==> src/rtl/tsc_pkg.sv <==
// Package for the touch sample calibrator: widths, reset values and codes.
// Shared by the channel interfaces and every module of the block.
// No dependencies.
`default_nettype none

package tsc_pkg;

	// Default converter resolution and fixed field widths.
	localparam int SAMPLE_BITS_DEF = 12;
	localparam int SIZE_W          = 12;
	localparam int POINT_W         = 16;
	localparam int TOUCH_LIMIT     = 300;

	// Register file layout.
	localparam int NUM_CFG   = 8;
	localparam int CFG_IDX_W = 3;

	localparam logic [CFG_IDX_W-1:0] CFG_X_CAL_LOW       = 3'd0;
	localparam logic [CFG_IDX_W-1:0] CFG_X_CAL_HIGH      = 3'd1;
	localparam logic [CFG_IDX_W-1:0] CFG_Y_CAL_LOW       = 3'd2;
	localparam logic [CFG_IDX_W-1:0] CFG_Y_CAL_HIGH      = 3'd3;
	localparam logic [CFG_IDX_W-1:0] CFG_SCREEN_ROTATION = 3'd4;
	localparam logic [CFG_IDX_W-1:0] CFG_SCREEN_WIDTH    = 3'd5;
	localparam logic [CFG_IDX_W-1:0] CFG_SCREEN_HEIGHT   = 3'd6;
	localparam logic [CFG_IDX_W-1:0] CFG_WIRING_VARIANT  = 3'd7;

	// Reset values of the screen size registers.
	localparam logic [SIZE_W-1:0] WIDTH_RST  = 12'd320;
	localparam logic [SIZE_W-1:0] HEIGHT_RST = 12'd240;

	// Rotation codes.
	localparam logic [1:0] ROT_0 = 2'd0;
	localparam logic [1:0] ROT_1 = 2'd1;
	localparam logic [1:0] ROT_2 = 2'd2;
	localparam logic [1:0] ROT_3 = 2'd3;

	// Wiring variants, each with its own rotation table.
	localparam logic WIRE_SPI     = 1'b0;
	localparam logic WIRE_BITBANG = 1'b1;

	// Divider lanes.
	localparam int LANES  = 2;
	localparam int LANE_X = 0;
	localparam int LANE_Y = 1;

endpackage

`default_nettype wire

==> src/rtl/tsc_div.sv <==
// Pipelined restoring divider for both axes, one quotient bit per stage.
// Carries a sideband vector alongside the quotients.
// Depends on tsc_pkg.
`default_nettype none

module tsc_div #(
	parameter int NUM_W  = 24,
	parameter int DEN_W  = 12,
	parameter int SIDE_W = 1
) (
	input  logic                                 clk,
	input  logic                                 arst_n,
	input  logic                                 advance,
	input  logic                                 in_valid,
	input  logic [tsc_pkg::LANES-1:0][NUM_W-1:0] num,
	input  logic [tsc_pkg::LANES-1:0][DEN_W-1:0] den,
	input  logic [SIDE_W-1:0]                    side_in,
	output logic                                 out_valid,
	output logic [tsc_pkg::LANES-1:0][NUM_W-1:0] quo,
	output logic [SIDE_W-1:0]                    side_out
);
	import tsc_pkg::*;

	// Per-stage registers; the shift register holds the remaining dividend
	// bits in its upper part and the quotient bits found so far below them.
	logic                                valid_s [NUM_W];
	logic [LANES-1:0][DEN_W-1:0]         rem_s   [NUM_W];
	logic [LANES-1:0][NUM_W-1:0]         quo_s   [NUM_W];
	logic [LANES-1:0][DEN_W-1:0]         den_s   [NUM_W];
	logic [SIDE_W-1:0]                   side_s  [NUM_W];

	for (genvar k = 0; k < NUM_W; k++) begin : g_stage
		logic                        valid_in;
		logic [LANES-1:0][DEN_W-1:0] rem_in;
		logic [LANES-1:0][NUM_W-1:0] quo_in;
		logic [LANES-1:0][DEN_W-1:0] den_in;
		logic [SIDE_W-1:0]           side_in_k;
		logic [LANES-1:0][DEN_W-1:0] rem_nx;
		logic [LANES-1:0][NUM_W-1:0] quo_nx;

		if (k == 0) begin : g_first
			assign valid_in  = in_valid;
			assign rem_in    = '0;
			assign quo_in    = num;
			assign den_in    = den;
			assign side_in_k = side_in;
		end else begin : g_next
			assign valid_in  = valid_s[k-1];
			assign rem_in    = rem_s[k-1];
			assign quo_in    = quo_s[k-1];
			assign den_in    = den_s[k-1];
			assign side_in_k = side_s[k-1];
		end

		// One trial subtraction per lane.
		for (genvar l = 0; l < LANES; l++) begin : g_lane
			logic [DEN_W:0]   trial;
			logic [DEN_W+1:0] diff;

			assign trial     = {rem_in[l], quo_in[l][NUM_W-1]};
			assign diff      = {1'b0, trial} - {2'b00, den_in[l]};
			assign rem_nx[l] = diff[DEN_W+1] ? trial[DEN_W-1:0] : diff[DEN_W-1:0];
			assign quo_nx[l] = {quo_in[l][NUM_W-2:0], ~diff[DEN_W+1]};
		end

		always_ff @(posedge clk or negedge arst_n) begin
			if (!arst_n) begin
				valid_s[k] <= 1'b0;
			end else if (advance) begin
				valid_s[k] <= valid_in;
			end
		end

		always_ff @(posedge clk) begin
			if (advance) begin
				rem_s[k]  <= rem_nx;
				quo_s[k]  <= quo_nx;
				den_s[k]  <= den_in;
				side_s[k] <= side_in_k;
			end
		end
	end

	assign out_valid = valid_s[NUM_W-1];
	assign quo       = quo_s[NUM_W-1];
	assign side_out  = side_s[NUM_W-1];

endmodule

`default_nettype wire

==> config.mk <==
export PLATFORM = sky130hd
export DESIGN_NAME = tsc_div
export DESIGN_NICKNAME = d
export VERILOG_FILES = /design/src/rtl/tsc_pkg.sv /design/src/rtl/tsc_div.sv
export SDC_FILE = /design/constraint.sdc
export NUM_CORES = 2
export LEC_CHECK = 0
export BUFFER_PORTS_ARGS = -buffer_cell sky130_fd_sc_hd__buf_2
export CAP_MARGIN = 20
export CORE_UTILIZATION = 50
export DETAILED_ROUTE_END_ITERATION = 16
export PLACE_DENSITY = 0.63
export SKIP_LAST_GASP = 1
export SLEW_MARGIN = 20
export SYNTH_ARGS = -nofsm -noshare
export SYNTH_HDL_FRONTEND = slang
export SYNTH_SLANG_ARGS = --single-unit
==> constraint.sdc <==
create_clock -name clk -period 4.7 [get_ports clk]
set_input_delay 0.47 -clock clk [delete_from_list [all_inputs] [get_ports clk]]
set_output_delay 0.47 -clock clk [all_outputs]
set_load 0.02 [all_outputs]
==> run_results.csv <==
group,metric,value,unit
outcome,status,"finished, violations left",
outcome,failed_checks,"design-rule violations",
global_routing,grt_pass1_vias,56400,
synthesis,synth_edf_count,2280,
sta,timing.fmax,0.295,GHz
synthesis,netlist_area,103000,sq um
cells_and_area,final_cells,10500,
clock_network,post_cts_buffers,0,
floorplan,chipWidth,455,microns
global_routing,overflow,0,
detailed_routing,wl_per_cell,16.5,microns
power,p_leak,44.6,nW
detailed_routing,viasPerCell,5.32,
run,maxCapViolations,0,
clock_network,cts_repair_resize_count,0,
global_routing,grt_max_degree,132,
detailed_routing,firstDrtPassIters,13,
synthesis,yosysWarnings,0,
clock_network,worstSkewPairLatency,0.86,ns
setup_path,cpPeakStageDelay,0.82,ns
cells_and_area,drive_gt1_share,12.2,%
clock_network,clock-sinks,2304,
cells_and_area,fin_util,56.8,%
cells_and_area,nNetsFinal,8277,
power,combPwrFrac,32.0,%
clock_network,tritoncts,"done",
power,p_per_area,617,nW/um^2
setup_path,arrival,4.06,ns
clock_network,root_buffer,"clkbuf_16",
synthesis,syn_avg_cell_area,14.4,sq um
setup_path,critical_path.cell_chain,"ha_1 > nand4_1 > a2111oi_0 > nor3_1 > o21ai_2 > o311ai_0 > o32ai_1",
sta,finalSetupViolCount,0,
sta,fin_crit,3.39,ns
setup_path,endpoint_kind,"flop",
setup_path,crit_type,"flop to flop",
sta,max_slew_margin,28.7,%
synthesis,synth_cell_type_count,67,
power,intPower,49.8,mW
sta,final.setup_skew,0.0387,ns
synthesis,ys_dominant_reg_cell,"edfxtp_1",
setup_path,path_buf_inv,0,
synthesis,synth-seq-area-share,67.2,%
detailed_routing,ant_nets,0,
sta,worst_pin_slew,1.07,ns
detailed_routing,routed_wl,173,mm
floorplan,die_y,455,microns
power,p_sw,21.8,mW
clock_network,numCtsBuffers,234,
sta,fin_crit_sh,72.1,%
floorplan,start_util,50.3,%
placed_design,io_buffers,126,
clock_network,cts_hold_buf,75,
global_routing,grt_antenna_before_repair,1,
power,seqPwrFrac,41.2,%
synthesis,syn_inst,7150,
sta,rsz0062_at_grt,"false",
clock_network,cts_buffer_depth,3,
detailed_routing,vias,55900,
sta,hold_viol,0,
power,switching_share,30.5,%
detailed_routing,drt_iter0_markers,3299,
global_routing,grt_usage,16.6,%
cells_and_area,area_growth,13.0,%
floorplan,rows,166,
sta,fin_tns_setup,0,ns
power,power_frac_clock,26.8,%
detailed_routing,route.detailed.drc,1,
setup_path,critical_path.slowest_cell,"o21ai_2",
sta,maxSlewViolCount,0,
power,ir_worst_vdd,0.491,mV
clock_network,htreeDepth,4,
floorplan,num_io_pins,127,
placed_design,dp.cells,9979,
floorplan,die_area,207000,sq um
synthesis,ys_async_sr_fraction,1.04,%
setup_path,worstPathMaxFanout,25,
setup_path,cp.required,5.37,ns
clock_network,cts.clk_slew.worst_paths,0.06,ns
floorplan,core_area,205000,sq um
setup_path,crit_path_start_kind,"flop",
setup_path,cp_top_family,"compound AO/OA/AOI/OAI gates",
synthesis,ys_seq_elements,2304,
placed_design,place_congestion,0.866,
placed_design,dp_hpwl,119,mm
hold_path,hold_path_class,"input port to asynchronous set/reset pin",
global_routing,grt_pass1_wl,285,mm
## metrics by stage
stage | area, sq um | setup slack [ns] | hold WS (ns) | power, mW
finish | 116000 | 1.31 | 0.117 | 71.7
global route | 116000 | 1.03 | 0.124 | 76.1
CTS | 116000 | 1.37 | 0.0523 | 72.3
detailed placement | 107000 | 1.40 | 0.405 | 52.6
global placement | 107000 | 1.47 | 0.400 | 52.0
floorplan | 103000 | 2.13 | 0.174 | 47.2
## cells in the final DEF (no fill, tap or decap), drive strengths merged, types with 24 or more instances in the layout
master / count
a211o: 32
a211oi: 75
a21o: 114
a21oi: 379
a31oi: 28
buf: 208
bufinv: 40
clkbuf: 275
clkinv: 102
dfrtp: 24
dlygate4sd3: 75
edfxtp: 2280
fa: 44
ha: 554
inv: 727
mux2: 366
mux2i: 110
nand2: 256
nand2b: 68
nand3: 111
nand3b: 32
nand4: 44
nor2: 474
nor2b: 112
nor3: 140
o2111ai: 27
o211ai: 35
o21a: 120
o21ai: 270
o31a: 31
o31ai: 67
or3: 73
xnor2: 191
xor2: 92
## power by group through the flow
| stage | sequential, mW | combinational (mW) | clock, mW |
|---|---|---|---|
| 2_1_floorplan | 29.1 | 18.1 | 0 |
| 3_3_place_gp | 30.0 | 22.1 | 0 |
| 3_5_place_dp | 30.0 | 22.6 | 0 |
| 4_1_cts | 29.6 | 22.9 | 19.8 |
| 5_1_grt | 29.9 | 25.6 | 20.6 |
| 6_report | 29.5 | 22.9 | 19.2 |
## state kept, by name, indices dropped and copies added (netlist names)
signal            count
g_stage.valid_in     23
out_valid             1
rem_s               552
side_s               24
quo_s              1152
den_s               552
## area by class of cell
class / count / area [sq um]
fillers: 15900 / 88400
clock inverters: 168 / 2140
diodes: 1 / 2.50
well taps: 2688 / 3360
flip-flops and latches: 2304 / 69100
multi-input cells: 4056 / 30700
repair buffers: 283 / 2190
clock buffers: 275 / 6010
inverters: 723 / 2710
## logic make-up (layout without fill, tap and decap cells)
group	after synthesis	count (layout)	share of synthesized area (%)
compound gates	1297	1297	8.26
xor+xnor	283	283	2.41
fa+ha+maj	598	598	7.60
buf+inv	799	1449	3.00
flops	2304	2304	67.2
mux	476	476	5.08
other cells	1	11	0.00365
simple gates	1392	1392	6.48
## routing by layer
layer	up-vias	global-route usage [%]	routed length, microns
met3	303	2.48	5220
met5	-	0	0
met2	836	30.2	90300
met1	27100	20.1	73100
li1	27700	-	-
met4	0	5.62	4870
## final timing paths
kind,startpoint,depth (start not counted),to,slack [ns]
worst min-delay path,arst_n,2,g_stage[2].valid_in,0.12
worst max register to register,rem_s[1][55],7,rem_s[1][83],1.31
worst min register to register,quo_s[2][19],0,quo_s[2][68],0.40
max in group asynchronous,arst_n,2,g_stage[14].valid_in,4.24
min in group clk,advance,1,quo_s[0][31],0.22
worst max-delay path,rem_s[1][55],7,rem_s[1][83],1.31
## Yosys cell counts, types with 66 or more instances
master | number | area [sq um]
a21oi_1 | 374 | 1870
ha_1 | 554 | 6930
o31ai_1 | 66 | 495
o21ai_0 | 259 | 1300
mux2_2 | 359 | 4040
o21a_1 | 120 | 901
nor2b_1 | 112 | 701
edfxtp_1 | 2280 | 68500
xnor2_1 | 191 | 1670
nor2_1 | 474 | 1780
nand2_1 | 256 | 961
a21o_1 | 114 | 856
or3_1 | 73 | 457
a211oi_1 | 73 | 548
nor3_1 | 140 | 701
nand3_1 | 111 | 556
xor2_1 | 92 | 806
mux2i_1 | 110 | 1100
nand2b_1 | 68 | 425
inv_1 | 719 | 2700
Power figures use the tool's default switching activity.
