==> config.mk <==
export PLATFORM = sky130hd
export DESIGN_NAME = tsc_out_buf_flat
export DESIGN_NICKNAME = d
export VERILOG_FILES = /design/src/rtl/tsc_pkg.sv /design/src/rtl/tsc_ifs.sv /design/src/rtl/tsc_out_buf.sv /design/src/flat_wrapper.sv
export SDC_FILE = /design/constraint.sdc
export NUM_CORES = 1
export LEC_CHECK = 0
export BUFFER_PORTS_ARGS = -buffer_cell sky130_fd_sc_hd__buf_2
export CAP_MARGIN = 20
export CORE_UTILIZATION = 59
export DETAILED_ROUTE_END_ITERATION = 6
export PLACE_DENSITY = 0.89
export SYNTH_ARGS = -nofsm -noshare
export SYNTH_HDL_FRONTEND = slang
export SYNTH_SLANG_ARGS = --single-unit
==> constraint.sdc <==
create_clock -name clk -period 10.3 [get_ports clk]
set_input_delay 2.06 -clock clk [delete_from_list [all_inputs] [get_ports clk]]
set_output_delay 2.06 -clock clk [all_outputs]
set_load 0.05 [all_outputs]
==> src/rtl/tsc_pkg.sv <==
// Package for the touch sample calibrator: widths, reset values and codes.
// Shared by the channel interfaces and every module of the block.
// No dependencies.
`default_nettype none

package tsc_pkg;

	// Default converter resolution and fixed field widths.
	localparam int SAMPLE_BITS_DEF = 12;
	localparam int SIZE_W          = 12;
	localparam int POINT_W         = 16;
	localparam int TOUCH_LIMIT     = 300;

	// Register file layout.
	localparam int NUM_CFG   = 8;
	localparam int CFG_IDX_W = 3;

	localparam logic [CFG_IDX_W-1:0] CFG_X_CAL_LOW       = 3'd0;
	localparam logic [CFG_IDX_W-1:0] CFG_X_CAL_HIGH      = 3'd1;
	localparam logic [CFG_IDX_W-1:0] CFG_Y_CAL_LOW       = 3'd2;
	localparam logic [CFG_IDX_W-1:0] CFG_Y_CAL_HIGH      = 3'd3;
	localparam logic [CFG_IDX_W-1:0] CFG_SCREEN_ROTATION = 3'd4;
	localparam logic [CFG_IDX_W-1:0] CFG_SCREEN_WIDTH    = 3'd5;
	localparam logic [CFG_IDX_W-1:0] CFG_SCREEN_HEIGHT   = 3'd6;
	localparam logic [CFG_IDX_W-1:0] CFG_WIRING_VARIANT  = 3'd7;

	// Reset values of the screen size registers.
	localparam logic [SIZE_W-1:0] WIDTH_RST  = 12'd320;
	localparam logic [SIZE_W-1:0] HEIGHT_RST = 12'd240;

	// Rotation codes.
	localparam logic [1:0] ROT_0 = 2'd0;
	localparam logic [1:0] ROT_1 = 2'd1;
	localparam logic [1:0] ROT_2 = 2'd2;
	localparam logic [1:0] ROT_3 = 2'd3;

	// Wiring variants, each with its own rotation table.
	localparam logic WIRE_SPI     = 1'b0;
	localparam logic WIRE_BITBANG = 1'b1;

	// Divider lanes.
	localparam int LANES  = 2;
	localparam int LANE_X = 0;
	localparam int LANE_Y = 1;

endpackage

`default_nettype wire

==> src/rtl/tsc_ifs.sv <==
// Valid/ready channel interfaces for the touch sample calibrator.
// The sample channel carries one set of readings, the point channel one result.
// Depends on tsc_pkg.
`default_nettype none


interface tsc_out_if #(parameter int SAMPLE_BITS = tsc_pkg::SAMPLE_BITS_DEF) ();
	import tsc_pkg::*;

	logic                 valid;
	logic                 ready;
	logic [POINT_W-1:0]   point_x;
	logic [POINT_W-1:0]   point_y;
	logic [SAMPLE_BITS:0] pressure;
	logic                 touched;
	logic                 cal_error;

	modport source (output valid, point_x, point_y, pressure, touched, cal_error,
		input ready);
	modport sink (input valid, point_x, point_y, pressure, touched, cal_error,
		output ready);
endinterface

`default_nettype wire

==> src/rtl/tsc_out_buf.sv <==
// Output stage: sign fix-up, bounds test and a two-entry skid buffer.
// Drives the point channel and the pipeline advance enable.
// Depends on tsc_pkg and tsc_ifs.
`default_nettype none

module tsc_out_buf #(
	parameter int SAMPLE_BITS = tsc_pkg::SAMPLE_BITS_DEF
) (
	input  logic                        clk,
	input  logic                        arst_n,
	tsc_out_if.source                   out_ch,
	output logic                        advance,
	input  logic                        in_valid,
	input  logic [tsc_pkg::POINT_W-1:0] quo_x,
	input  logic [tsc_pkg::POINT_W-1:0] quo_y,
	input  logic                        neg_x,
	input  logic                        neg_y,
	input  logic                        zero_x,
	input  logic                        zero_y,
	input  logic [SAMPLE_BITS:0]        press,
	input  logic                        touched,
	input  logic [tsc_pkg::SIZE_W-1:0]  screen_width,
	input  logic [tsc_pkg::SIZE_W-1:0]  screen_height
);
	import tsc_pkg::*;

	logic [POINT_W-1:0]   px_c;
	logic [POINT_W-1:0]   py_c;
	logic                 oob_c;
	logic [SAMPLE_BITS:0] pout_c;
	logic                 load;
	logic                 out_free;

	logic                 out_valid_q;
	logic [POINT_W-1:0]   out_px_q;
	logic [POINT_W-1:0]   out_py_q;
	logic [SAMPLE_BITS:0] out_press_q;
	logic                 out_touched_q;
	logic                 out_err_q;

	logic                 skid_valid_q;
	logic [POINT_W-1:0]   skid_px_q;
	logic [POINT_W-1:0]   skid_py_q;
	logic [SAMPLE_BITS:0] skid_press_q;
	logic                 skid_touched_q;
	logic                 skid_err_q;

	// Signed quotient from magnitude; a zero span gives a coordinate of zero.
	assign px_c = zero_x ? '0 : (neg_x ? (~quo_x + 1'b1) : quo_x);
	assign py_c = zero_y ? '0 : (neg_y ? (~quo_y + 1'b1) : quo_y);

	// Points outside the open screen rectangle report no pressure.
	assign oob_c = (px_c >= POINT_W'(screen_width)) || (px_c == '0)
		|| (py_c >= POINT_W'(screen_height)) || (py_c == '0);
	assign pout_c = oob_c ? '0 : press;

	// The pipeline moves unless the skid entry is holding a beat.
	assign advance  = ~skid_valid_q;
	assign load     = advance & in_valid;
	assign out_free = ~out_valid_q | out_ch.ready;

	// Occupancy of the output and skid entries.
	always_ff @(posedge clk or negedge arst_n) begin
		if (!arst_n) begin
			out_valid_q  <= 1'b0;
			skid_valid_q <= 1'b0;
		end else if (out_free) begin
			out_valid_q  <= skid_valid_q | load;
			skid_valid_q <= 1'b0;
		end else if (load) begin
			skid_valid_q <= 1'b1;
		end
	end

	// Payload of the output and skid entries.
	always_ff @(posedge clk) begin
		if (out_free) begin
			if (skid_valid_q) begin
				out_px_q      <= skid_px_q;
				out_py_q      <= skid_py_q;
				out_press_q   <= skid_press_q;
				out_touched_q <= skid_touched_q;
				out_err_q     <= skid_err_q;
			end else if (load) begin
				out_px_q      <= px_c;
				out_py_q      <= py_c;
				out_press_q   <= pout_c;
				out_touched_q <= touched;
				out_err_q     <= zero_x | zero_y;
			end
		end else if (load) begin
			skid_px_q      <= px_c;
			skid_py_q      <= py_c;
			skid_press_q   <= pout_c;
			skid_touched_q <= touched;
			skid_err_q     <= zero_x | zero_y;
		end
	end

	assign out_ch.valid     = out_valid_q;
	assign out_ch.point_x   = out_px_q;
	assign out_ch.point_y   = out_py_q;
	assign out_ch.pressure  = out_press_q;
	assign out_ch.touched   = out_touched_q;
	assign out_ch.cal_error = out_err_q;

endmodule

`default_nettype wire

==> src/flat_wrapper.sv <==
// flat-port wrapper written by rule: the top's interface ports become plain ports
module tsc_out_buf_flat import tsc_pkg::*;
#(
	parameter int SAMPLE_BITS = tsc_pkg::SAMPLE_BITS_DEF
)
  (clk, arst_n, advance, in_valid, quo_x, quo_y, neg_x, neg_y, zero_x, zero_y, press, touched, screen_width, screen_height, out_ch_valid, out_ch_point_x, out_ch_point_y, out_ch_pressure, out_ch_touched, out_ch_cal_error, out_ch_ready);
  tsc_out_if #(.SAMPLE_BITS(SAMPLE_BITS)) out_ch_i ();
  input  logic clk;
  input  logic arst_n;
  output logic advance;
  input  logic in_valid;
  input  logic [tsc_pkg::POINT_W-1:0] quo_x;
  input  logic [tsc_pkg::POINT_W-1:0] quo_y;
  input  logic neg_x;
  input  logic neg_y;
  input  logic zero_x;
  input  logic zero_y;
  input  logic [SAMPLE_BITS:0] press;
  input  logic touched;
  input  logic [tsc_pkg::SIZE_W-1:0] screen_width;
  input  logic [tsc_pkg::SIZE_W-1:0] screen_height;
  output wire logic [$bits(out_ch_i.valid)-1:0] out_ch_valid;
  output wire logic [$bits(out_ch_i.point_x)-1:0] out_ch_point_x;
  output wire logic [$bits(out_ch_i.point_y)-1:0] out_ch_point_y;
  output wire logic [$bits(out_ch_i.pressure)-1:0] out_ch_pressure;
  output wire logic [$bits(out_ch_i.touched)-1:0] out_ch_touched;
  output wire logic [$bits(out_ch_i.cal_error)-1:0] out_ch_cal_error;
  input wire logic [$bits(out_ch_i.ready)-1:0] out_ch_ready;
  assign out_ch_valid = out_ch_i.valid;
  assign out_ch_point_x = out_ch_i.point_x;
  assign out_ch_point_y = out_ch_i.point_y;
  assign out_ch_pressure = out_ch_i.pressure;
  assign out_ch_touched = out_ch_i.touched;
  assign out_ch_cal_error = out_ch_i.cal_error;
  assign out_ch_i.ready = out_ch_ready;
  tsc_out_buf #(.SAMPLE_BITS(SAMPLE_BITS)) u_core (.clk(clk), .arst_n(arst_n), .out_ch(out_ch_i), .advance(advance), .in_valid(in_valid), .quo_x(quo_x), .quo_y(quo_y), .neg_x(neg_x), .neg_y(neg_y), .zero_x(zero_x), .zero_y(zero_y), .press(press), .touched(touched), .screen_width(screen_width), .screen_height(screen_height));
endmodule
==> results.sh <==
export IMPL_holdWs_ns=0.5260
export IMPL_postRouteAntennaNets=0
export IMPL_synthArstFlopShare_pct=2.083
export IMPL_cts_max_path_buffers=2
export IMPL_htree_num_levels=3
export IMPL_path_max_fanout=24
export IMPL_place_hpwl_mm=8.878
export IMPL_seqPwrFrac_pct=49.8
export IMPL_n_fill_cell=653
export IMPL_clk_latency_ns=0.37
export IMPL_die_area_um2=9786
export IMPL_cp_slowest_stage_delay_ns=0.46
export IMPL_max_slew_worst_pin_slew_ns=0.7837
export IMPL_yosysTopAreaCell="edfxtp_1"
export IMPL_drive_gt1_share_pct=31.29
export IMPL_clkPwrFrac_pct=25.8
export IMPL_rsz0062_at_grt="false"
export IMPL_p_int_mw=0.6317
export IMPL_finalNonFillerCells=715
export IMPL_syn_to_final_growth_pct=16.28
export IMPL_core_area_um2=9153
export IMPL_clockRootBuffer="clkbuf_8"
export IMPL_comb_power_share_pct=24.4
export IMPL_final_seq_area_um2=2873
export IMPL_initial_core_util_pct=60.56
export IMPL_utilization_pct=70.42
export IMPL_swShare_pct=33.45
export IMPL_hold_viol=0
export IMPL_avgSynthCellArea_um2=11.60
export IMPL_drt_wl_total_mm=12.50
export IMPL_cp_slowest_cell="nor3b_2"
export IMPL_finClkSkew_ns=0.01263
export IMPL_yosys_warnings=0
export IMPL_synth_seq_cells=96
export IMPL_required_ns=10.53
export IMPL_cts_buffers=9
export IMPL_ir_drop_mv=0.08146
export IMPL_cts_sinks=96
export IMPL_syn_area_um2=5543
export IMPL_vias=4187
export IMPL_tns_ns=0
export IMPL_finalCriticalPeriod_ns=5.346
export IMPL_post_cts_resized=0
export IMPL_p_sw_mw=0.3176
export IMPL_maxCapViolCount=0
export IMPL_post_cts_buffers=0
export IMPL_status="finished clean"
export IMPL_worstPathArrival_ns=5.58
export IMPL_clk_pin_slew_ns=0.10
export IMPL_slew_viol_final=0
export IMPL_grt_max_degree=54
export IMPL_cellLeakagePower_nw=2.668
export IMPL_tritoncts="done"
export IMPL_portBuffers=126
export IMPL_io_pins=127
export IMPL_viasPerCell=5.856
export IMPL_die_x_um=98.93
export IMPL_pre_cts_ws_ns=4.145
export IMPL_cts_hold_buffers=0
export IMPL_grt_overflow_total=0
export IMPL_synth_flop_cell="edfxtp_1"
export IMPL_die_h_um=98.93
export IMPL_post_drt_wl_per_cell_um=17.48
export IMPL_synth_edf_count=94
export IMPL_grt_first_pass_wirelength_mm=19.51
export IMPL_row_count=35
export IMPL_critPathBufInv=4
export IMPL_worst_setup_path_start_kind="input port"
export IMPL_worst_slack_ns=4.954
export IMPL_synth_cell_type_count=68
export IMPL_multi_input_area_um2=2402
export IMPL_fmaxAchievable_ghz=0.1870
export IMPL_drt_iter0_drc=290
export IMPL_grt_total_usage_pct=25.88
export IMPL_cp_cell_sequence="buf_2 > inv_1 > ha_1 > nor3b_2 > a31oi_1 > xor2_1 > or2b_2 > inv_1 > ha_1 > a21oi_1 > a21boi_0 > a2111oi_0 > o21ai_0 > nand4bb_1 > a2111oi_4 > buf_6 > and2_1"
export IMPL_critical_path_top_delay_family="simple AND/OR/NAND/NOR gates"
export IMPL_path_class="input port to register"
export IMPL_placed_area_um2=6210
export IMPL_power_total_mw=0.9492
export IMPL_synth_fp_nets=582
export IMPL_detail_route_first_pass_iterations=5
export IMPL_yosys_area_top_type_share_pct=50.93
export IMPL_hold_class="register to register"
export IMPL_postSynthCellCount=478
export IMPL_final_nets=703
export IMPL_power_density_nw_per_um2=147.3
export IMPL_cp_end_kind="register"
export IMPL_synth_area_top_cells="edfxtp_1, ha_1, mux2_2, and2_1, inv_1"
export IMPL_antenna_found_initial=0
export IMPL_post_place_cells=697
export IMPL_fin_area_um2=6445
export IMPL_drc=0
export IMPL_setup_violations=0
export IMPL_gp_congestion=0.8785
export IMPL_ys_seq_area_share_pct=51.83
export IMPL_grt_pass1_vias=4064
export IMPL_insertedDiodeCount=0
export IMPL_fin_crit_sh_pct=51.91
export IMPL_relSlewSlack_pct=47.27
## cells in the final DEF, fill, tap and decap left out, drive strengths merged, types with 2 or more instances in the layout
cell,instances
clkbuf,9
or2,4
nor4,8
buf,131
nor2b,8
a31oi,8
inv,42
or4,4
a31o,13
mux2i,3
o31a,2
nor2,32
nand2,35
a21oi,16
a21o,2
a211o,6
ha,26
nor3b,7
clkinv,2
and2,26
dfrtp,2
nor3,6
nor4b,6
nand2b,5
xor2,7
nand4,13
xnor2,8
edfxtp,94
nand3,7
or3,3
o31ai,14
mux2,18
a2111oi,2
o21ai,15
## worst register-to-register path, cell delays in order, from the launching register on
cell	delay (ns)
dfrtp_1	0.35
buf_4	0.44
o21a_2	0.22
buf_4	0.51
## layer usage
layer	GRT usage, %	up-vias	share of wire [%]
li1	-	2023	-
met1	32.99	1973	43
met3	4.823	22	6.7
met4	9.414	0	1.9
met2	44.22	169	49
met5	0	-	0
## cell families (layout without fill, tap and decap cells)
family | Yosys count | after routing | synth area share, %
AND/OR/NAND/NOR | 171 | 171 | 19.03
flip-flops | 96 | 96 | 51.83
AO/OA/AOI/OAI | 90 | 90 | 11.76
buffers and inverters | 59 | 185 | 4.944
adder cells (fa/ha/maj) | 26 | 26 | 5.869
multiplexers | 21 | 21 | 4.199
XOR/XNOR | 15 | 15 | 2.370
## power by group through the flow
stage / clock, mW / combinational, mW / sequential, mW
2_1_floorplan: 0 / 0.0984 / 0.546
3_3_place_gp: 0 / 0.221 / 0.480
3_5_place_dp: 0 / 0.228 / 0.481
4_1_cts: 0.246 / 0.229 / 0.473
5_1_grt: 0.259 / 0.249 / 0.475
6_report: 0.245 / 0.232 / 0.472
## Yosys cell counts, types with 3 or more instances
library cell  number
a211o_1            6
a31oi_1            8
buf_6              3
a31o_1            13
nor4_1             5
ha_1              26
nor2b_1            8
and2_1            26
or3_1              3
a21oi_1           16
o21ai_0           15
xor2_1             7
clkbuf_1          10
nand3_1            5
nand2b_1           5
mux2_2            18
inv_1             38
o31ai_1           14
xnor2_1            8
nor3_1             5
buf_2              3
nor3b_1            5
mux2i_1            3
buf_4              4
nand2_1           35
nor2_1            31
nand4_1           11
or2_2              3
nor4b_1            5
edfxtp_1          94
## layout make-up
class / instances / share of cell area [%]
Inverter: 38 / 2.213
Multi-Input combinational cell: 323 / 37.27
Clock inverter: 7 / 1.126
Tap cell: 111 / 2.155
Sequential cell: 96 / 44.57
Timing Repair Buffer: 131 / 10.74
Clock buffer: 9 / 1.922
## flip-flops by register name, indices dropped and copies added, names as in the netlist
register	cells
u_core.skid_err_q	1
u_core.out_ch.valid	1
u_core.skid_press_q	13
u_core.skid_touched_q	1
u_core.out_ch.cal_error	1
u_core.out_ch.touched	1
u_core.skid_px_q	16
u_core.skid_py_q	16
u_core.out_ch.point_x	16
u_core.out_ch.pressure	13
u_core.skid_valid_q	1
u_core.out_ch.point_y	16
## path summary, 6_finish.rpt
path	startpoint	end	slack, ns	depth (start not counted)
max	quo_y[0]	u_core.skid_press_q[0]	4.95	17
min	u_core.skid_px_q[11]	u_core.out_ch.point_x[11]	0.53	2
max reg2reg	u_core.skid_valid_q	u_core.out_ch.pressure[12]	8.41	3
min reg2reg	u_core.skid_px_q[11]	u_core.out_ch.point_x[11]	0.53	2
max in group asynchronous	arst_n	u_core.out_ch.valid	8.75	1
min in group asynchronous	arst_n	u_core.skid_valid_q	1.46	1
Power figures use the tool's default switching activity.
