## config.mk

```make
export PLATFORM = sky130hd
export DESIGN_NAME = tsc_front_flat
export DESIGN_NICKNAME = d
export VERILOG_FILES = /design/src/rtl/tsc_pkg.sv /design/src/rtl/tsc_ifs.sv /design/src/rtl/tsc_front.sv /design/src/flat_wrapper.sv
export SDC_FILE = /design/constraint.sdc
export NUM_CORES = 1
export LEC_CHECK = 0
export BUFFER_PORTS_ARGS = -buffer_cell sky130_fd_sc_hd__buf_2
export CAP_MARGIN = 5
export CORE_MARGIN = 5
export CORE_UTILIZATION = 50
export DETAILED_ROUTE_END_ITERATION = 10
export GPL_ROUTABILITY_DRIVEN = 1
export MAX_ROUTING_LAYER = met4
export PLACE_DENSITY = 0.7
export REMOVE_ABC_BUFFERS = 1
export SETUP_SLACK_MARGIN = 0.1
export SKIP_LAST_GASP = 1
export SYNTH_ARGS = -nofsm -noshare
export SYNTH_HDL_FRONTEND = slang
export SYNTH_SLANG_ARGS = --single-unit
```

## constraint.sdc

```tcl
create_clock -name clk -period 14.9 [get_ports clk]
set_input_delay 2.98 -clock clk [delete_from_list [all_inputs] [get_ports clk]]
set_output_delay 2.98 -clock clk [all_outputs]
set_load 0.1 [all_outputs]
```

## src/rtl/tsc_pkg.sv

```systemverilog
// Package for the touch sample calibrator: widths, reset values and codes.
// Shared by the channel interfaces and every module of the block.
// No dependencies.
`default_nettype none

package tsc_pkg;

	// Default converter resolution and fixed field widths.
	localparam int SAMPLE_BITS_DEF = 12;
	localparam int SIZE_W          = 12;
	localparam int POINT_W         = 16;
	localparam int TOUCH_LIMIT     = 300;

	// Register file layout.
	localparam int NUM_CFG   = 8;
	localparam int CFG_IDX_W = 3;

	localparam logic [CFG_IDX_W-1:0] CFG_X_CAL_LOW       = 3'd0;
	localparam logic [CFG_IDX_W-1:0] CFG_X_CAL_HIGH      = 3'd1;
	localparam logic [CFG_IDX_W-1:0] CFG_Y_CAL_LOW       = 3'd2;
	localparam logic [CFG_IDX_W-1:0] CFG_Y_CAL_HIGH      = 3'd3;
	localparam logic [CFG_IDX_W-1:0] CFG_SCREEN_ROTATION = 3'd4;
	localparam logic [CFG_IDX_W-1:0] CFG_SCREEN_WIDTH    = 3'd5;
	localparam logic [CFG_IDX_W-1:0] CFG_SCREEN_HEIGHT   = 3'd6;
	localparam logic [CFG_IDX_W-1:0] CFG_WIRING_VARIANT  = 3'd7;

	// Reset values of the screen size registers.
	localparam logic [SIZE_W-1:0] WIDTH_RST  = 12'd320;
	localparam logic [SIZE_W-1:0] HEIGHT_RST = 12'd240;

	// Rotation codes.
	localparam logic [1:0] ROT_0 = 2'd0;
	localparam logic [1:0] ROT_1 = 2'd1;
	localparam logic [1:0] ROT_2 = 2'd2;
	localparam logic [1:0] ROT_3 = 2'd3;

	// Wiring variants, each with its own rotation table.
	localparam logic WIRE_SPI     = 1'b0;
	localparam logic WIRE_BITBANG = 1'b1;

	// Divider lanes.
	localparam int LANES  = 2;
	localparam int LANE_X = 0;
	localparam int LANE_Y = 1;

endpackage

`default_nettype wire

```

## src/rtl/tsc_ifs.sv

```systemverilog
// Valid/ready channel interfaces for the touch sample calibrator.
// The sample channel carries one set of readings, the point channel one result.
// Depends on tsc_pkg.
`default_nettype none

interface tsc_in_if #(parameter int SAMPLE_BITS = tsc_pkg::SAMPLE_BITS_DEF) ();
	logic                   valid;
	logic                   ready;
	logic [SAMPLE_BITS-1:0] raw_x;
	logic [SAMPLE_BITS-1:0] raw_y;
	logic [SAMPLE_BITS-1:0] pressure_one;
	logic [SAMPLE_BITS-1:0] pressure_two;

	modport source (output valid, raw_x, raw_y, pressure_one, pressure_two, input ready);
	modport sink (input valid, raw_x, raw_y, pressure_one, pressure_two, output ready);
endinterface


`default_nettype wire

```

## src/rtl/tsc_front.sv

```systemverilog
// Front end of the calibrator: pressure, rotation, offset removal and scaling.
// Two pipeline stages that feed the numerator and divisor of each axis.
// Depends on tsc_pkg and tsc_ifs.
`default_nettype none

module tsc_front #(
	parameter int SAMPLE_BITS = tsc_pkg::SAMPLE_BITS_DEF
) (
	input  logic                                   clk,
	input  logic                                   arst_n,
	tsc_in_if.sink                                 in_ch,
	input  logic                                   advance,
	input  logic [SAMPLE_BITS-1:0]                 x_cal_low,
	input  logic [SAMPLE_BITS-1:0]                 x_cal_high,
	input  logic [SAMPLE_BITS-1:0]                 y_cal_low,
	input  logic [SAMPLE_BITS-1:0]                 y_cal_high,
	input  logic [1:0]                             screen_rotation,
	input  logic                                   wiring_variant,
	input  logic [tsc_pkg::SIZE_W-1:0]             screen_width,
	input  logic [tsc_pkg::SIZE_W-1:0]             screen_height,
	output logic                                   valid_s2,
	output logic [SAMPLE_BITS+tsc_pkg::SIZE_W-1:0] num_x_s2,
	output logic [SAMPLE_BITS+tsc_pkg::SIZE_W-1:0] num_y_s2,
	output logic [SAMPLE_BITS-1:0]                 den_x_s2,
	output logic [SAMPLE_BITS-1:0]                 den_y_s2,
	output logic                                   neg_x_s2,
	output logic                                   neg_y_s2,
	output logic                                   zero_x_s2,
	output logic                                   zero_y_s2,
	output logic [SAMPLE_BITS:0]                   press_s2,
	output logic                                   touched_s2
);
	import tsc_pkg::*;

	localparam int NUM_W = SAMPLE_BITS + SIZE_W;

	// Stage one combinational signals.
	logic [SAMPLE_BITS:0]   press_c;
	logic                   touched_c;
	logic [SAMPLE_BITS-1:0] xr_c;
	logic [SAMPLE_BITS-1:0] yr_c;
	logic [SAMPLE_BITS:0]   dx_c;
	logic [SAMPLE_BITS:0]   dy_c;
	logic [SAMPLE_BITS:0]   sx_c;
	logic [SAMPLE_BITS:0]   sy_c;
	logic [SAMPLE_BITS:0]   mdx_c;
	logic [SAMPLE_BITS:0]   mdy_c;
	logic [SAMPLE_BITS:0]   msx_c;
	logic [SAMPLE_BITS:0]   msy_c;

	// Stage one registers.
	logic                   valid_s1;
	logic [SAMPLE_BITS-1:0] mag_dx_s1;
	logic [SAMPLE_BITS-1:0] mag_dy_s1;
	logic [SAMPLE_BITS-1:0] mag_sx_s1;
	logic [SAMPLE_BITS-1:0] mag_sy_s1;
	logic                   neg_dx_s1;
	logic                   neg_dy_s1;
	logic                   neg_sx_s1;
	logic                   neg_sy_s1;
	logic [SAMPLE_BITS:0]   press_s1;
	logic                   touched_s1;

	assign in_ch.ready = advance;

	// Pressure is Z1 plus full scale minus Z2; it never goes negative.
	assign press_c = {1'b0, in_ch.pressure_one} + {1'b0, {SAMPLE_BITS{1'b1}}}
		- {1'b0, in_ch.pressure_two};
	assign touched_c = press_c > (SAMPLE_BITS + 1)'(TOUCH_LIMIT);

	// Rotation tables; the full-scale complement of a reading is its inverse.
	always_comb begin
		xr_c = in_ch.raw_x;
		yr_c = in_ch.raw_y;
		case (wiring_variant)
			WIRE_SPI: begin
				case (screen_rotation)
					ROT_0: begin
						xr_c = ~in_ch.raw_x;
						yr_c = in_ch.raw_y;
					end
					ROT_1: begin
						xr_c = in_ch.raw_y;
						yr_c = in_ch.raw_x;
					end
					ROT_2: begin
						xr_c = in_ch.raw_x;
						yr_c = ~in_ch.raw_y;
					end
					ROT_3: begin
						xr_c = ~in_ch.raw_y;
						yr_c = ~in_ch.raw_x;
					end
					default: begin
						xr_c = in_ch.raw_x;
						yr_c = in_ch.raw_y;
					end
				endcase
			end
			WIRE_BITBANG: begin
				case (screen_rotation)
					ROT_0: begin
						xr_c = ~in_ch.raw_y;
						yr_c = in_ch.raw_x;
					end
					ROT_1: begin
						xr_c = in_ch.raw_x;
						yr_c = in_ch.raw_y;
					end
					ROT_2: begin
						xr_c = in_ch.raw_y;
						yr_c = ~in_ch.raw_x;
					end
					ROT_3: begin
						xr_c = ~in_ch.raw_x;
						yr_c = ~in_ch.raw_y;
					end
					default: begin
						xr_c = in_ch.raw_x;
						yr_c = in_ch.raw_y;
					end
				endcase
			end
			default: begin
				xr_c = in_ch.raw_x;
				yr_c = in_ch.raw_y;
			end
		endcase
	end

	// Offsets and spans as signed values, then split into sign and magnitude.
	assign dx_c = {1'b0, xr_c} - {1'b0, x_cal_low};
	assign dy_c = {1'b0, yr_c} - {1'b0, y_cal_low};
	assign sx_c = {1'b0, x_cal_high} - {1'b0, x_cal_low};
	assign sy_c = {1'b0, y_cal_high} - {1'b0, y_cal_low};

	assign mdx_c = dx_c[SAMPLE_BITS] ? (~dx_c + 1'b1) : dx_c;
	assign mdy_c = dy_c[SAMPLE_BITS] ? (~dy_c + 1'b1) : dy_c;
	assign msx_c = sx_c[SAMPLE_BITS] ? (~sx_c + 1'b1) : sx_c;
	assign msy_c = sy_c[SAMPLE_BITS] ? (~sy_c + 1'b1) : sy_c;

	// Stage valid bits.
	always_ff @(posedge clk or negedge arst_n) begin
		if (!arst_n) begin
			valid_s1 <= 1'b0;
			valid_s2 <= 1'b0;
		end else if (advance) begin
			valid_s1 <= in_ch.valid;
			valid_s2 <= valid_s1;
		end
	end

	// Stage one payload: magnitudes and signs.
	always_ff @(posedge clk) begin
		if (advance) begin
			mag_dx_s1  <= mdx_c[SAMPLE_BITS-1:0];
			mag_dy_s1  <= mdy_c[SAMPLE_BITS-1:0];
			mag_sx_s1  <= msx_c[SAMPLE_BITS-1:0];
			mag_sy_s1  <= msy_c[SAMPLE_BITS-1:0];
			neg_dx_s1  <= dx_c[SAMPLE_BITS];
			neg_dy_s1  <= dy_c[SAMPLE_BITS];
			neg_sx_s1  <= sx_c[SAMPLE_BITS];
			neg_sy_s1  <= sy_c[SAMPLE_BITS];
			press_s1   <= press_c;
			touched_s1 <= touched_c;
		end
	end

	// Stage two payload: one multiplier per axis scales the offset.
	always_ff @(posedge clk) begin
		if (advance) begin
			num_x_s2   <= NUM_W'(mag_dx_s1) * NUM_W'(screen_width);
			num_y_s2   <= NUM_W'(mag_dy_s1) * NUM_W'(screen_height);
			den_x_s2   <= mag_sx_s1;
			den_y_s2   <= mag_sy_s1;
			neg_x_s2   <= neg_dx_s1 ^ neg_sx_s1;
			neg_y_s2   <= neg_dy_s1 ^ neg_sy_s1;
			zero_x_s2  <= (mag_sx_s1 == '0);
			zero_y_s2  <= (mag_sy_s1 == '0);
			press_s2   <= press_s1;
			touched_s2 <= touched_s1;
		end
	end

endmodule

`default_nettype wire

```

## src/flat_wrapper.sv

```systemverilog
// flat-port wrapper written by rule: the top's interface ports become plain ports
module tsc_front_flat import tsc_pkg::*;
#(
	parameter int SAMPLE_BITS = tsc_pkg::SAMPLE_BITS_DEF
)
  (clk, arst_n, advance, x_cal_low, x_cal_high, y_cal_low, y_cal_high, screen_rotation, wiring_variant, screen_width, screen_height, valid_s2, num_x_s2, num_y_s2, den_x_s2, den_y_s2, neg_x_s2, neg_y_s2, zero_x_s2, zero_y_s2, press_s2, touched_s2, in_ch_valid, in_ch_raw_x, in_ch_raw_y, in_ch_pressure_one, in_ch_pressure_two, in_ch_ready);
  tsc_in_if #(.SAMPLE_BITS(SAMPLE_BITS)) in_ch_i ();
  input  logic clk;
  input  logic arst_n;
  input  logic advance;
  input  logic [SAMPLE_BITS-1:0] x_cal_low;
  input  logic [SAMPLE_BITS-1:0] x_cal_high;
  input  logic [SAMPLE_BITS-1:0] y_cal_low;
  input  logic [SAMPLE_BITS-1:0] y_cal_high;
  input  logic [1:0] screen_rotation;
  input  logic wiring_variant;
  input  logic [tsc_pkg::SIZE_W-1:0] screen_width;
  input  logic [tsc_pkg::SIZE_W-1:0] screen_height;
  output logic valid_s2;
  output logic [SAMPLE_BITS+tsc_pkg::SIZE_W-1:0] num_x_s2;
  output logic [SAMPLE_BITS+tsc_pkg::SIZE_W-1:0] num_y_s2;
  output logic [SAMPLE_BITS-1:0] den_x_s2;
  output logic [SAMPLE_BITS-1:0] den_y_s2;
  output logic neg_x_s2;
  output logic neg_y_s2;
  output logic zero_x_s2;
  output logic zero_y_s2;
  output logic [SAMPLE_BITS:0] press_s2;
  output logic touched_s2;
  input wire logic [$bits(in_ch_i.valid)-1:0] in_ch_valid;
  input wire logic [$bits(in_ch_i.raw_x)-1:0] in_ch_raw_x;
  input wire logic [$bits(in_ch_i.raw_y)-1:0] in_ch_raw_y;
  input wire logic [$bits(in_ch_i.pressure_one)-1:0] in_ch_pressure_one;
  input wire logic [$bits(in_ch_i.pressure_two)-1:0] in_ch_pressure_two;
  output wire logic [$bits(in_ch_i.ready)-1:0] in_ch_ready;
  assign in_ch_i.valid = in_ch_valid;
  assign in_ch_i.raw_x = in_ch_raw_x;
  assign in_ch_i.raw_y = in_ch_raw_y;
  assign in_ch_i.pressure_one = in_ch_pressure_one;
  assign in_ch_i.pressure_two = in_ch_pressure_two;
  assign in_ch_ready = in_ch_i.ready;
  tsc_front #(.SAMPLE_BITS(SAMPLE_BITS)) u_core (.clk(clk), .arst_n(arst_n), .in_ch(in_ch_i), .advance(advance), .x_cal_low(x_cal_low), .x_cal_high(x_cal_high), .y_cal_low(y_cal_low), .y_cal_high(y_cal_high), .screen_rotation(screen_rotation), .wiring_variant(wiring_variant), .screen_width(screen_width), .screen_height(screen_height), .valid_s2(valid_s2), .num_x_s2(num_x_s2), .num_y_s2(num_y_s2), .den_x_s2(den_x_s2), .den_y_s2(den_y_s2), .neg_x_s2(neg_x_s2), .neg_y_s2(neg_y_s2), .zero_x_s2(zero_x_s2), .zero_y_s2(zero_y_s2), .press_s2(press_s2), .touched_s2(touched_s2));
endmodule
```

==> results of run 1 <==
## cell usage after synthesis (5+ instances only)
| cell type | number | area [sq um] |
|---|---|---|
| nor2b_1 | 28 | 175 |
| inv_1 | 346 | 1300 |
| nor3_1 | 14 | 70.1 |
| and3_1 | 18 | 113 |
| mux2_2 | 14 | 158 |
| edfxtp_1 | 156 | 4680 |
| clkbuf_1 | 63 | 236 |
| xor2_1 | 41 | 359 |
| ha_1 | 188 | 2350 |
| nor2_1 | 65 | 244 |
| o21ai_1 | 6 | 30.0 |
| nand3_1 | 14 | 70.1 |
| o21a_1 | 15 | 113 |
| nand2_1 | 212 | 796 |
| a21o_1 | 26 | 195 |
| mux2i_1 | 16 | 160 |
| a21boi_0 | 6 | 45.0 |
| a211oi_1 | 18 | 135 |
| and2_1 | 119 | 744 |
| nand2b_1 | 10 | 62.6 |
| xnor2_1 | 98 | 858 |
| nor4_1 | 9 | 56.3 |
| o21ai_0 | 40 | 200 |
| o31ai_1 | 7 | 52.6 |
| fa_1 | 205 | 4100 |
| nand4_1 | 5 | 31.3 |
| o211ai_1 | 6 | 45.0 |
| a31oi_1 | 10 | 62.6 |
| a21oi_1 | 62 | 310 |
| a21oi_2 | 5 | 43.8 |
| o21bai_1 | 10 | 75.1 |
## per-stage QoR
step	setup WS (ns)	cell area, sq um	cells	util	hold WS [ns]
detailed placement	6.64	20100	2532	0.546	0.405
floorplan	7.31	18400	1844	-	0.400
CTS	7.12	20700	2564	0.563	0.421
global placement	6.71	20100	2532	0.546	0.404
finish	7.04	20700	2572	0.563	0.419
global route	6.68	20700	2572	0.563	0.429
## layout by cell type (no fill, tap or decap), drive strengths merged, types with 5 or more instances in the layout
cell     instances
clkbuf          17
edfxtp         156
nand4            5
nand2          212
o21ai           47
o211ai           6
nor4             9
o31ai            8
nor2            65
a21oi           68
inv            352
a21o            26
or3              5
a21boi           6
o21bai          10
xnor2           98
nand2b          10
o21a            15
nor3            14
and2           119
mux2            14
a31oi           10
buf            220
fa             205
xor2            41
a211oi          18
ha             188
diode            8
clkinv           7
a2111oi          5
nor2b           28
mux2i           16
and3            18
nand3           14
## cells by family (layout without fill, tap and decap cells)
logic type      count (synthesis)  in the layout  share of synthesized area
compound gates                264            264                     0.0977
xor+xnor                      140            140                     0.0664
buf+inv                       418            598                     0.0854
fa+ha+maj                     393            393                      0.346
flops                         158            158                      0.254
other cells                     0              8                          0
simple gates                  513            513                      0.134
mux                            30             30                     0.0170
## how the worst max path moves through the flow
stage | cells past startpoint | start | end
6_report | 19 | screen_width[3] | u_core.num_x_s2[23]
5_1_grt | 19 | screen_width[3] | u_core.num_x_s2[23]
4_1_cts | 19 | screen_width[3] | u_core.num_x_s2[23]
3_5_place_dp | 19 | screen_width[3] | u_core.num_x_s2[23]
3_3_place_gp | 19 | screen_width[3] | u_core.num_x_s2[23]
2_1_floorplan | 18 | screen_width[3] | u_core.num_x_s2[23]
## critical path: stages
cell,delay (ns)
buf_2,0.20
nand2_1,0.11
fa_1,0.56
inv_1,0.05
fa_1,0.50
inv_1,0.05
fa_1,0.52
inv_1,0.05
fa_1,0.47
inv_1,0.05
fa_1,0.47
inv_1,0.04
ha_1,0.20
or3_1,0.40
a2111oi_0,0.57
or2_2,0.25
o31ai_1,0.14
o31a_1,0.31
xnor2_1,0.13
## registers in the layout, indices dropped and copies added, names as in the netlist, 12 cells and up
signal / cells
u_core.num_x_s2: 24
u_core.num_y_s2: 24
u_core.press_s1: 13
u_core.press_s2: 13
u_core.den_x_s2: 12
u_core.den_y_s2: 12
u_core.mag_dx_s1: 12
u_core.mag_dy_s1: 12
u_core.mag_sx_s1: 12
u_core.mag_sy_s1: 12
## area by class of cell
type,instances,area share
flip-flops and latches,158,0.228
inverters,346,0.0627
well taps,468,0.0283
multi-input cells,1340,0.596
clock inverters,15,0.00960
repair buffers,220,0.0537
diodes,8,0.000966
clock buffers,17,0.0205
## layer usage
metal,up-vias,GRT usage,wire length (um)
met1,6666,0.285,19000
li1,6604,-,-
met5,-,-,0
met2,393,0.338,20200
met3,47,0.0442,2430
met4,0,0.0520,701
==> results.py, run 1 <==
metrics = {
    "placed_design": {
        "place.gp.congestion": 0.902,
        "io_buffers": 218,
        "dp_hpwl_mm": 34.4,
    },
    "clock_tree": {
        "postCtsHoldBufs": 0,
        "cts-root-buf": "clkbuf_16",
        "clk_path_buf_depth": 2,
        "insertion_delay_ns": 0.45,
        "clock-sinks": 158,
        "cts_setup_buffers": 0,
        "cts_resized": 0,
        "htree_levels": 4,
        "cts_buffers": 17,
        "cts_tree": "yes",
        "path_clk_slew_ns": 0.07,
    },
    "sta": {
        "worst_slew_pin_slew_ns": 0.934,
        "rsz0062_at_grt": "no",
        "hold_violations": 0,
        "clock_skew_ns": 0.0163,
        "slew_headroom": 0.377,
        "finalCriticalPeriod_ns": 7.86,
        "period_share": 0.527,
        "fmax_mhz": 127,
        "setup-tns-final_ns": 0,
        "final_max_slew_viol_count": 0,
        "setup_violations": 0,
    },
    "critical_path": {
        "cp.arrival_ns": 8.06,
        "r2r-end": "u_core.num_x_s2[23]",
        "r2r_cells": 18,
        "crit-reg2reg-launch": "u_core.mag_dx_s1[7]",
        "critPathKind": "in2reg",
        "crit_fanout": 12,
        "endpoint_kind": "flop",
        "rrSetupSlack_ns": 9.04,
        "cp.required_ns": 15.10,
        "start_kind": "input port",
    },
    "logic_synthesis": {
        "synth_area_per_cell_sq_um": 9.75,
        "synth-edff-count": 156,
        "synth_ff_type": "edfxtp_1",
        "yosys_warnings": 0,
        "synth_seq_cells": 158,
        "ys_types": 74,
        "postSynthCellCount": 1916,
        "ys_async_sr_fraction": 0.0127,
        "ys_seq_area_frac": 0.254,
        "synth_area_sq_um": 18700,
    },
    "min_path": {
        "hold_end": "u_core.press_s2[3]",
        "hold_depth": 0,
        "hp-class": "reg2reg",
        "min_from": "u_core.press_s1[3]",
    },
    "drt": {
        "viasPerCell": 5.33,
        "drc": 0,
        "ant_nets": 0,
        "wirelength_mm": 42.4,
        "drt-wirelength-per-cell_um": 16.5,
        "via_count": 13710,
        "dr.pass1.iters": 6,
        "drt_iter0_markers": 853,
    },
    "cells_and_area": {
        "final_layout_size_suffix_gt1_frac": 0.136,
        "fillCellCount": 3188,
        "multi_input_area_sq_um": 12300,
        "synthToLayoutAreaGrowth_pct": 11.0,
        "final_net_count": 2603,
        "register_area_sq_um": 4730,
    },
    "floorplanning": {
        "row_count": 70,
        "core_sq_um": 36800,
        "start_util": 0.508,
        "io_pins": 219,
        "die_area_sq_um": 41300,
        "die_w_um": 203,
        "die_y_um": 203,
    },
    "global_route": {
        "grt_pass1_wl_mm": 69.4,
        "antenna_found_initial": 9,
        "grt_use_total": 0.213,
        "grt_max_degree": 94,
        "grt_pass1_vias": 14042,
        "globalRouteOverflowTotal": 0,
    },
    "run": {
        "drv_cap": 0,
    },
    "status": {
        "outcome": "finished clean",
    },
}
Power of run 1 is not shown: default switching activity piles up to over one toggle a cycle in this logic, so the estimate is an artifact.
==> inputs of run 2 (changes only) <==
Clock period 14.9 ns to 7.5 ns, I/O delays scaled along.
==> run 2 against run 1 <==
  * Count of clock-buffer cells in the layout did not move
  * Clock skew rose by 0.0011 ns
  * Final area barely moved
  * Cell count rose by 0.12%
  * Die area did not move
  * Critical path type unchanged
  * Critical endpoint unchanged
==> results.py, run 2 (same netlist as run 1, synthesis figures left out) <==
metrics = {
    "status": {
        "outcome": "finished clean",
    },
    "min_path": {
        "min_from": "u_core.press_s1[6]",
        "hp-class": "reg2reg",
        "hold_end": "u_core.press_s2[6]",
        "hold_depth": 0,
    },
    "drt": {
        "wirelength_mm": 42.5,
        "drc": 0,
        "dr.pass1.iters": 5,
        "viasPerCell": 5.33,
        "ant_nets": 0,
        "drt_iter0_markers": 674,
        "drt-wirelength-per-cell_um": 16.5,
        "via_count": 13720,
    },
    "global_route": {
        "grt_use_total": 0.214,
        "antenna_found_initial": 9,
        "grt_pass1_wl_mm": 69.8,
        "globalRouteOverflowTotal": 0,
        "grt_pass1_vias": 14094,
        "grt_max_degree": 94,
    },
    "critical_path": {
        "rrSetupSlack_ns": 1.63,
        "cp.arrival_ns": 6.59,
        "critPathKind": "in2reg",
        "r2r-end": "u_core.num_x_s2[23]",
        "crit_fanout": 12,
        "cp.required_ns": 7.71,
        "crit-reg2reg-launch": "u_core.mag_dx_s1[7]",
        "slowest_delay_ns": 0.57,
        "endpoint_kind": "flop",
        "path_cells": "buf_2 > nand2_1 > fa_1 > inv_1 > fa_1 > inv_1 > fa_1 > inv_1 > fa_1 > inv_1 > fa_1 > inv_1 > ha_1 > or3_1 > a2111oi_0 > or2_2 > o31ai_1 > o31a_1 > xnor2_1",
        "path_delay_family": "adder cells",
        "start_kind": "input port",
        "r2r_cells": 18,
        "cp_slowest_cell": "a2111oi_0",
        "critPathBufInv": 6,
    },
    "sta": {
        "final_max_slew_viol_count": 0,
        "hold_slack_ns": 0.420,
        "slew_headroom": 0.341,
        "finalCriticalPeriod_ns": 6.39,
        "rsz0062_at_grt": "no",
        "setup_violations": 0,
        "hold_violations": 0,
        "setup-tns-final_ns": 0,
        "fmax_mhz": 157,
        "period_share": 0.852,
        "clock_skew_ns": 0.0173,
        "worst_slew_pin_slew_ns": 0.988,
    },
    "placed_design": {
        "dp_hpwl_mm": 34.3,
        "io_buffers": 218,
        "place.gp.congestion": 0.908,
    },
    "floorplanning": {
        "io_pins": 219,
        "start_util": 0.508,
        "row_count": 70,
        "core_sq_um": 36800,
        "die_y_um": 203,
        "die_area_sq_um": 41300,
        "die_w_um": 203,
    },
    "clock_tree": {
        "path_clk_slew_ns": 0.08,
        "cts_resized": 0,
        "cts_buffers": 17,
        "cts_tree": "yes",
        "clk_path_buf_depth": 2,
        "clock-sinks": 158,
        "postCtsHoldBufs": 0,
        "cts-root-buf": "clkbuf_16",
        "htree_levels": 4,
        "cts_setup_buffers": 0,
        "insertion_delay_ns": 0.45,
    },
    "cells_and_area": {
        "register_area_sq_um": 4730,
        "final_net_count": 2605,
        "multi_input_area_sq_um": 12300,
        "synthToLayoutAreaGrowth_pct": 11.0,
        "fillCellCount": 3199,
        "largestRegisters": "u_core.num_x_s2 (24), u_core.num_y_s2 (24)",
        "final_layout_size_suffix_gt1_frac": 0.137,
        "final_common_cell": "inv_1",
        "final_cell_mix": "346 x inv_1, 217 x buf_2, 212 x nand2_1",
    },
    "run": {
        "drv_cap": 0,
    },
}
==> run 2: cell type report <==
cell class / instances / area share
Clock buffer: 17 / 0.0205
Antenna cell: 9 / 0.00109
Multi-Input combinational cell: 1340 / 0.595
Tap cell: 468 / 0.0282
Clock inverter: 15 / 0.00959
Inverter: 346 / 0.0626
Sequential cell: 158 / 0.228
Timing Repair Buffer: 222 / 0.0544
==> run 2: how the worst max path moves through the flow <==
| stage | startpoint | to | slack, ns | depth (start not counted) |
|---|---|---|---|---|
| after floorplan | screen_width[3] | u_core.num_x_s2[23] | 1.39 | 18 |
| after global placement | screen_width[3] | u_core.num_x_s2[23] | 0.79 | 19 |
| after detailed placement | screen_width[3] | u_core.num_x_s2[23] | 0.68 | 19 |
| after CTS | screen_width[3] | u_core.num_x_s2[23] | 1.17 | 19 |
| after global routing | screen_width[3] | u_core.num_x_s2[23] | 0.77 | 19 |
| final | screen_width[3] | u_core.num_x_s2[23] | 1.11 | 19 |
==> run 2: per-stage QoR <==
step | util | cell area [sq um] | setup WS, ns | std cells
final | 0.564 | 20700 | 1.11 | 2575
after global routing | 0.564 | 20700 | 0.774 | 2574
after CTS | 0.563 | 20700 | 1.17 | 2566
after detailed placement | 0.546 | 20100 | 0.680 | 2534
after global placement | 0.546 | 20100 | 0.794 | 2534
after floorplan | - | 18400 | 1.39 | 1844
==> run 2: layer usage <==
metal / vias up / track usage / part of all wire
li1: 6598 / - / -
met1: 6658 / 0.280 / 0.44
met2: 403 / 0.341 / 0.47
met3: 61 / 0.0491 / 0.072
met4: 0 / 0.0530 / 0.019
met5: - / - / 0
==> run 2: worst reg2reg max path: stages, from the launching register on <==
cell and delay [ns]:
edfxtp_1 0.70, nand2_1 0.16, fa_1 0.56, inv_1 0.05, fa_1 0.50, inv_1 0.05, fa_1 0.52, inv_1 0.05
fa_1 0.47, inv_1 0.05, fa_1 0.48, inv_1 0.04, ha_1 0.20, or3_1 0.40, a2111oi_0 0.57, or2_2 0.25
o31ai_1 0.15, o31a_1 0.32, xnor2_1 0.12
Power of run 2 is left out for the same reason.
==> inputs of run 3 (changes only) <==
Settings changed: MAX_ROUTING_LAYER met4 to default.
Clock period 7.5 ns to 6.7 ns, I/O delays scaled along.
==> run 3 against run 2 <==
  * Die area stayed put
  * Non-clock buffer count is 7 higher
  * First-iteration DRC count is 1.8% higher
  * Sequential share of layout area hardly changed
  * Final area hardly changed
==> results.py, run 3 (same netlist as run 1, synthesis figures left out) <==
metrics = {
    "clock_tree": {
        "cts-root-buf": "clkbuf_16",
        "htree_levels": 4,
        "insertion_delay_ns": 0.44,
        "clk_path_buf_depth": 2,
        "cts_resized": 0,
        "path_clk_slew_ns": 0.08,
        "clock-sinks": 158,
        "cts_buffers": 17,
        "cts_tree": "yes",
        "postCtsHoldBufs": 0,
        "cts_setup_buffers": 0,
    },
    "cells_and_area": {
        "final_layout_size_suffix_gt1_frac": 0.140,
        "stdcell_count": 2578,
        "fillCellCount": 3219,
        "synthToLayoutAreaGrowth_pct": 11.1,
        "largestRegisters": "u_core.num_x_s2 (24), u_core.num_y_s2 (24)",
        "final_common_cell": "inv_1",
        "final_cell_mix": "346 x inv_1, 217 x buf_2, 212 x nand2_1",
        "final_net_count": 2612,
    },
    "sta": {
        "fmax_mhz": 156,
        "clock_skew_ns": 0.0130,
        "finalCriticalPeriod_ns": 6.39,
        "slew_headroom": 0.382,
        "hold_violations": 0,
        "setup_violations": 0,
        "period_share": 0.954,
        "worst_slew_pin_slew_ns": 0.928,
        "rsz0062_at_grt": "no",
        "final_max_slew_viol_count": 0,
    },
    "status": {
        "outcome": "finished clean",
    },
    "floorplanning": {
        "die_y_um": 203,
        "core_sq_um": 36800,
        "row_count": 70,
        "io_pins": 219,
        "start_util": 0.508,
        "die_area_sq_um": 41300,
        "die_w_um": 203,
    },
    "drt": {
        "drc": 0,
        "dr.pass1.iters": 4,
        "wirelength_mm": 42.2,
        "via_count": 13724,
        "ant_nets": 0,
        "viasPerCell": 5.32,
        "drt_iter0_markers": 686,
        "drt-wirelength-per-cell_um": 16.4,
    },
    "critical_path": {
        "cp.required_ns": 6.90,
        "critPathLaunch": "screen_width[5]",
        "critPathKind": "in2reg",
        "crit_fanout": 12,
        "r2r_cells": 19,
        "endpoint_kind": "flop",
        "endpoint": "u_core.num_x_s2[23]",
        "start_kind": "input port",
        "rrSetupSlack_ns": 0.72,
        "r2r-end": "u_core.num_x_s2[23]",
        "crit-reg2reg-launch": "u_core.mag_dx_s1[5]",
        "cp.arrival_ns": 6.59,
    },
    "global_route": {
        "grt_max_degree": 87,
        "globalRouteOverflowTotal": 0,
        "grt_pass1_vias": 14052,
        "grt_use_total": 0.207,
        "antenna_found_initial": 7,
        "grt_pass1_wl_mm": 69.6,
    },
    "placed_design": {
        "place.gp.congestion": 0.908,
        "io_buffers": 218,
        "dp_hpwl_mm": 34.4,
        "dp_cells": 2541,
    },
    "run": {
        "drv_cap": 0,
    },
    "min_path": {
        "hp-class": "reg2reg",
        "hold_depth": 0,
    },
}
-- run 3: changes by cell type in the layout (fill, tap and decap cells not counted) --
cell and change:
clkinv_4 -1, buf_4 +7, clkinvlp_4 +2, diode_2 -4
bufinv_16 -1
-- run 3: stage by stage --
stage / util / setup WS (ns) / hold slack [ns] / TNS (ns) / instance area [sq um]
after global placement: 0.548 / -0.00332 / 0.403 / -0.00332 / 20100
after CTS: 0.564 / 0.371 / 0.418 / 0 / 20700
after detailed placement: 0.548 / -0.119 / 0.405 / -0.126 / 20100
after floorplan: - / 0.752 / 0.400 / 0 / 18400
final: 0.564 / 0.306 / 0.416 / 0 / 20800
after global routing: 0.564 / 0.112 / 0.427 / 0 / 20800
-- run 3: critical path, stage by stage --
cell       delay, ns
buf_2           0.22
nand2_1         0.11
fa_1            0.51
inv_1           0.06
fa_1            0.50
inv_1           0.06
fa_1            0.53
inv_1           0.05
fa_1            0.47
inv_1           0.05
fa_1            0.47
inv_1           0.04
ha_1            0.19
or3_1           0.41
a2111oi_0       0.69
or2_2           0.26
o31ai_1         0.08
buf_4           0.15
o31a_1          0.28
xnor2_1         0.12
-- run 3: how the worst min path moves through the flow --
stage,endpoint,from,slack (ns)
2_1_floorplan,u_core.press_s2[0],u_core.press_s1[0],0.40
3_3_place_gp,u_core.press_s2[0],u_core.press_s1[0],0.40
5_1_grt,u_core.touched_s2,u_core.touched_s1,0.43
4_1_cts,u_core.press_s2[3],u_core.press_s1[3],0.42
6_report,u_core.press_s2[3],u_core.press_s1[3],0.42
3_5_place_dp,u_core.press_s2[12],u_core.press_s1[12],0.40
-- run 3: area by class of cell --
type | count | area [sq um] | share of cell area
flip-flops and latches | 158 | 4730 | 0.228
multi-input cells | 1340 | 12300 | 0.595
repair buffers | 229 | 1180 | 0.0568
inverters | 346 | 1300 | 0.0626
well taps | 468 | 586 | 0.0282
clock buffers | 17 | 425 | 0.0205
diodes | 5 | 12.5 | 0.000603
clock inverters | 15 | 175 | 0.00844
-- run 3: metal layers --
layer,track usage,vias up,wire length [um]
met5,0,-,44
met4,0.0528,8,854
met3,0.0488,53,2510
met2,0.345,373,20000
met1,0.276,6683,18800
li1,-,6607,-
Power of run 3 is left out for the same reason.
